## src/sv/bgi_pkg.sv

```systemverilog
// Shared types and constants for the bilinear grid interpolator.
// No dependencies; imported by every module of the block.
package bgi_pkg;

    localparam int GRID_SIZE_DEF = 128;

    localparam int COORD_W    = 23;
    localparam int SCALE_W    = 24;
    localparam int VAL_W      = 24;
    localparam int SPROD_W    = COORD_W + SCALE_W;
    localparam int GRID_SHIFT = 12;
    localparam int FRAC_W     = 16;
    localparam int HI_W       = 20;
    localparam int GR_W       = HI_W + FRAC_W;
    localparam int WF_W       = FRAC_W + 1;
    localparam int WT_W       = 33;
    localparam int ACC_W      = WT_W + 1 + VAL_W;
    localparam int RES_LSB    = 32;
    localparam int CFG_IDX_W  = 1;
    localparam int CFG_DATA_W = 24;

    localparam logic [GR_W-1:0]         GR_HALF     = GR_W'(32'h0000_8000);
    localparam logic [WF_W-1:0]         WT_ONE      = WF_W'(32'h0001_0000);
    localparam logic signed [ACC_W-1:0] ACC_HALF    = ACC_W'(64'h0000_0000_8000_0000);
    localparam logic [COORD_W-1:0]      LIMIT_RESET = 23'h7F_FFFF;
    localparam logic [SCALE_W-1:0]      SCALE_RESET = 24'h01_0000;

    localparam logic [CFG_IDX_W-1:0] REG_COORD_LIMIT = 1'b0;
    localparam logic [CFG_IDX_W-1:0] REG_CELL_SCALE  = 1'b1;

    localparam logic KIND_WRITE = 1'b0;
    localparam logic KIND_QUERY = 1'b1;

    localparam logic [1:0] ST_OK    = 2'd0;
    localparam logic [1:0] ST_ABOVE = 2'd1;
    localparam logic [1:0] ST_NEG   = 2'd2;

    typedef struct packed {
        logic              kind;
        logic [6:0]        row_index;
        logic [6:0]        col_index;
        logic signed [23:0] entry_value;
        logic signed [23:0] x_coord;
        logic signed [23:0] y_coord;
    } in_word_t;

    typedef struct packed {
        logic signed [23:0] interp_value;
        logic [1:0]         status;
    } out_word_t;

    typedef struct packed {
        logic       accept;
        logic       short_result;
        logic       load_query;
        logic       scale_x;
        logic       scale_y;
        logic       loc_x;
        logic       loc_y;
        logic       clear;
        logic       read;
        logic [1:0] rd_sel;
        logic       mul;
        logic       accum;
        logic       load_ok;
    } bgi_cmd_t;

    typedef struct packed {
        logic       is_query;
        logic [1:0] err_code;
    } bgi_stat_t;

endpackage

```

## src/sv/bgi_ctrl.sv

```systemverilog
// Controller state machine: sequences scaling, four grid reads and the
// accumulate for a valid query; writes and rejected queries are answered from idle. Depends on bgi_pkg.
module bgi_ctrl
    import bgi_pkg::*;
(
    input  logic      clk,
    input  logic      rst_n,
    input  logic      start,
    input  bgi_stat_t stat,
    output bgi_cmd_t  cmd,
    output logic      busy,
    output logic      done
);

    typedef enum logic [10:0] {
        S_IDLE = 11'b000_0000_0001,
        S_SCX  = 11'b000_0000_0010,
        S_SCY  = 11'b000_0000_0100,
        S_LOCY = 11'b000_0000_1000,
        S_RD0  = 11'b000_0001_0000,
        S_RD1  = 11'b000_0010_0000,
        S_RD2  = 11'b000_0100_0000,
        S_RD3  = 11'b000_1000_0000,
        S_DR1  = 11'b001_0000_0000,
        S_DR2  = 11'b010_0000_0000,
        S_FIN  = 11'b100_0000_0000
    } state_t;

    state_t state_reg, state_next;
    logic   done_reg, done_next;
    logic   accept, run_query;

    assign accept    = start && (state_reg == S_IDLE);
    assign run_query = stat.is_query && (stat.err_code == ST_OK);

    always_comb
    begin
        cmd        = '0;
        state_next = state_reg;
        cmd.accept = accept;
        case (state_reg)
            S_IDLE:
            begin
                if (accept)
                begin
                    cmd.short_result = !run_query;
                    cmd.load_query   = run_query;
                    if (run_query)
                    begin
                        state_next = S_SCX;
                    end
                end
            end
            S_SCX:
            begin
                cmd.scale_x = 1'b1;
                state_next  = S_SCY;
            end
            S_SCY:
            begin
                cmd.scale_y = 1'b1;
                cmd.loc_x   = 1'b1;
                state_next  = S_LOCY;
            end
            S_LOCY:
            begin
                cmd.loc_y  = 1'b1;
                cmd.clear  = 1'b1;
                state_next = S_RD0;
            end
            S_RD0:
            begin
                cmd.read   = 1'b1;
                cmd.rd_sel = 2'd0;
                state_next = S_RD1;
            end
            S_RD1:
            begin
                cmd.read   = 1'b1;
                cmd.rd_sel = 2'd1;
                cmd.mul    = 1'b1;
                state_next = S_RD2;
            end
            S_RD2:
            begin
                cmd.read   = 1'b1;
                cmd.rd_sel = 2'd2;
                cmd.mul    = 1'b1;
                cmd.accum  = 1'b1;
                state_next = S_RD3;
            end
            S_RD3:
            begin
                cmd.read   = 1'b1;
                cmd.rd_sel = 2'd3;
                cmd.mul    = 1'b1;
                cmd.accum  = 1'b1;
                state_next = S_DR1;
            end
            S_DR1:
            begin
                cmd.mul    = 1'b1;
                cmd.accum  = 1'b1;
                state_next = S_DR2;
            end
            S_DR2:
            begin
                cmd.accum  = 1'b1;
                state_next = S_FIN;
            end
            S_FIN:
            begin
                cmd.load_ok = 1'b1;
                state_next  = S_IDLE;
            end
            default:
            begin
                state_next = S_IDLE;
            end
        endcase
    end

    assign done_next = cmd.short_result || cmd.load_ok;

    always_ff @(posedge clk or negedge rst_n)
    begin
        if (!rst_n)
        begin
            state_reg <= S_IDLE;
            done_reg  <= 1'b0;
        end
        else
        begin
            state_reg <= state_next;
            done_reg  <= done_next;
        end
    end

    assign busy = (state_reg != S_IDLE);
    assign done = done_reg;

    a_short_done: assert property (@(posedge clk) disable iff (!rst_n)
        (accept && !run_query) |=> (done_reg && state_reg == S_IDLE))
        else $error("write or rejected query gave no word");

    a_query_run: assert property (@(posedge clk) disable iff (!rst_n)
        (accept && run_query) |=> (!done_reg && state_reg == S_SCX))
        else $error("valid query did not start the sequence");

    a_fin_done: assert property (@(posedge clk) disable iff (!rst_n)
        (state_reg == S_FIN) |=> done_reg)
        else $error("finished query gave no word");

    a_done_src: assert property (@(posedge clk) disable iff (!rst_n)
        done_reg |-> ($past(state_reg) == S_FIN
                      || ($past(accept) && !$past(run_query))))
        else $error("word strobed without a source");

endmodule

```

## config.mk

```make
export PLATFORM = sky130hd
export DESIGN_NAME = bgi_ctrl
export DESIGN_NICKNAME = d
export VERILOG_FILES = /design/src/sv/bgi_pkg.sv /design/src/sv/bgi_ctrl.sv
export SDC_FILE = /design/constraint.sdc
export NUM_CORES = 1
export LEC_CHECK = 0
export ABC_AREA = 1
export BUFFER_PORTS_ARGS = -buffer_cell sky130_fd_sc_hd__buf_2
export CORE_MARGIN = 2
export CORE_UTILIZATION = 44
export CTS_CLUSTER_DIAMETER = 60
export DETAILED_ROUTE_END_ITERATION = 12
export GPL_TIMING_DRIVEN = 0
export PLACE_DENSITY = 0.71
export SLEW_MARGIN = 20
export SYNTH_ARGS = -nofsm -noshare
export SYNTH_HDL_FRONTEND = slang
export SYNTH_SLANG_ARGS = --single-unit
export TNS_END_PERCENT = 50
```

## constraint.sdc

```tcl
create_clock -name clk -period 1.17 [get_ports clk]
set_input_delay 0.1755 -clock clk [delete_from_list [all_inputs] [get_ports clk]]
set_output_delay 0.1755 -clock clk [all_outputs]
set_load 0.01 [all_outputs]
```

==> flow_metrics.env <==
export IMPL_drc=0
export IMPL_finalCriticalPeriod_ps=1725
export IMPL_critPathKind="reg -> out"
export IMPL_max_slew_margin_pct=77.91
export IMPL_core_area_um2=1559
export IMPL_hold_viol=0
export IMPL_synthesis_nets=110
export IMPL_cts_clk_slew_worst_paths_ps=80
export IMPL_yosysUniqueCellTypes=17
export IMPL_ctsRootBufferMaster="clkbuf_4"
export IMPL_drv_cap=0
export IMPL_syn_instance_count=104
export IMPL_die_h_um=45.34
export IMPL_yosys_register_bits=12
export IMPL_synth_compound_area_share_pct=3.328
export IMPL_wl_per_cell_um=10.92
export IMPL_num_rows=14
export IMPL_grt_first_pass_wirelength_mm=2.849
export IMPL_vias=756
export IMPL_crit_required_ps=990
export IMPL_antenna_found_initial=0
export IMPL_drtPass1Iterations=4
export IMPL_clock_sinks=12
export IMPL_tightest_slew_ps=330.5
export IMPL_crit_chain="nor2_2 > nand2_2 > nor2_4 > o21ai_4 > nand2_2 > nor2_2 > inv_1 > buf_6"
export IMPL_numCtsBuffers=3
export IMPL_avgSynthCellArea_um2=7.230
export IMPL_place_gp_congestion=0.7976
export IMPL_initial_core_util_pct=48.23
export IMPL_dp_hpwl_mm=1.206
export IMPL_max_freq_mhz=579.6
export IMPL_power_density_nw_per_um2=1127
export IMPL_yosys_area_share_adder_pct=0
export IMPL_p_leak_nw=0.6762
export IMPL_hp_class="in -> reg"
export IMPL_dieArea_um2=2056
export IMPL_largest_register_ffs=11
export IMPL_crit_arrival_ps=1550
export IMPL_ant_nets=0
export IMPL_die_w_um=45.34
export IMPL_fin_crit_sh_pct=147.5
export IMPL_grt_pass1_vias=699
export IMPL_area_growth_pct=48.42
export IMPL_fill_cells=118
export IMPL_place_port_buffers=21
export IMPL_synth_area_um2=752.0
export IMPL_peakVddDrop_v=0.0008814
export IMPL_yosysWarnings=0
export IMPL_clock_skew_ps=1.123
export IMPL_nets=148
export IMPL_pin_count=22
export IMPL_ys_seq_area_share_pct=40.10
export IMPL_grt_ovfl_total=0
export IMPL_grt_max_degree=13
export IMPL_violations="negative setup slack"
export IMPL_totalWireLength_mm=1.714
export IMPL_layout_setup_ws_ps=-555.2
export IMPL_fin_total_pwr_mw=1.258
export IMPL_finalSetupViolations=20
export IMPL_cts_tree="built"
export IMPL_rsz0062_at_grt="yes"
export IMPL_clock_latency_ps=280
export IMPL_htree_levels=1
export IMPL_max_stage_delay_ps=560
export IMPL_num_antenna_cells=0
export IMPL_synth_xor_area_share_pct=0
export IMPL_synth_top_family_by_area="simple AND/OR/NAND/NOR gates"
export IMPL_end_kind="output pin"
export IMPL_cts_buffer_depth=2
export IMPL_run_status="finished, violations left"
export IMPL_drive_gt1_share_pct=48.94
export IMPL_drtIter0Drc=7
export IMPL_maxSlewViolCount=0
export IMPL_grtUsageTotal_pct=20.30
export IMPL_yosys_area_share_simple_pct=42.60
export IMPL_crit_fanout=5
export IMPL_timing_setup_tns_ps=-7970
export IMPL_synthMuxAreaShare_pct=0
export IMPL_drt_vias_per_instance=4.815
export IMPL_crit_slowest_cell="dfstp_2"
export IMPL_startpoint_type="flop"
-- stage by stage --
stage	hold slack (ps)	cells	utilization, %	setup slack [ps]	instance area (µm²)
2_1_floorplan	-120.1	104	-	-178.1	777.0
3_3_place_gp	67.40	141	57.87	-268.9	902.1
3_5_place_dp	69.54	141	57.87	-305.4	902.1
4_1_cts	147.1	154	67.18	-542.8	1047
5_1_grt	151.5	157	71.59	-657.1	1116
6_report	142.2	157	71.59	-555.2	1116
-- final timing paths --
kind,slack (ps),start,end,cells after the start
max,-560,state_reg[0],cmd[1],8
min,140,start,state_reg[0],4
max reg2reg,-250,state_reg[2],state_reg[0],9
min reg2reg,600,state_reg[10],state_reg[9],3
max in group asynchronous,610,rst_n,state_reg[0],2
min in group asynchronous,290,rst_n,state_reg[2],2
-- cells in the mapped netlist --
| master | instances | area, µm² |
|---|---|---|
| o22ai_1 | 1 | 6.260 |
| o21ai_2 | 1 | 8.760 |
| o21ai_1 | 2 | 10.01 |
| nor2_2 | 5 | 31.28 |
| nor2_1 | 14 | 52.55 |
| inv_2 | 1 | 3.750 |
| nand2_1 | 22 | 82.58 |
| nand3_2 | 3 | 30.03 |
| nor3_1 | 8 | 40.04 |
| buf_4 | 3 | 22.52 |
| dfrtp_1 | 11 | 275.3 |
| nand2_2 | 4 | 25.02 |
| dfstp_2 | 1 | 26.28 |
| nor2_4 | 2 | 22.52 |
| nand3_1 | 4 | 20.02 |
| inv_1 | 21 | 78.83 |
| nor3_4 | 1 | 16.27 |
-- critical path: cells and delay by family, from the launching register on --
family                 cells  cell delay [ps]
AO/OA/AOI/OAI              1               90
buffers and inverters      2              180
flip-flops                 1              560
AND/OR/NAND/NOR            5              440
-- report_power, final --
part	total [mW]	internal (mW)	switching, mW	leakage [nW]
combinational	0.440	0.177	0.263	0.493
clock	0.349	0.189	0.160	0.0210
sequential	0.469	0.450	0.0185	0.163
total	1.26	0.817	0.442	0.676
-- what timing repair did --
| action | CTS | global route |
|---|---|---|
| gates cloned | 0 | 0 |
| endpoints found under the hold margin | 11 | 0 |
| pin swaps | 11 | 5 |
| resized for setup | 11 | 9 |
| hold buffers | 1 | 0 |
| setup endpoints to repair | 21 | 22 |
| setup buffers | 8 | 3 |
-- placed cells by master (no fill, tap or decap), types with 4 or more instances in the layout --
cell type,instances
nand2_1,21
inv_1,19
buf_2,17
nor2_1,12
buf_4,12
dfrtp_1,11
nor2_2,6
buf_6,6
nand2_2,5
nor3_2,4
-- metal layers --
metal	vias to the layer above	track usage, %	part of all wire (%)
li1	387	-	-
met1	348	23.72	44
met2	17	33.43	51
met3	4	3.600	3.2
met4	0	14.12	2.6
met5	-	0	0
-- final cells by class --
type / count / area, µm² / share of cell area [%]
Buffer: 3 / 22.52 / 2.018
Clock buffer: 4 / 36.28 / 3.251
Inverter: 22 / 85.08 / 7.623
Multi-Input combinational cell: 67 / 420.4 / 37.67
Sequential cell: 12 / 301.5 / 27.02
Tap cell: 16 / 20.02 / 1.794
Timing Repair Buffer: 33 / 230.2 / 20.63
-- kinds of logic (layout without fill, tap and decap cells) --
logic type	count (synthesis)	after routing
AO/OA/AOI/OAI	4	4
AND/OR/NAND/NOR	63	63
buffers and inverters	25	62
flip-flops	12	12
Note: power is estimated with default switching activity, not from simulation.
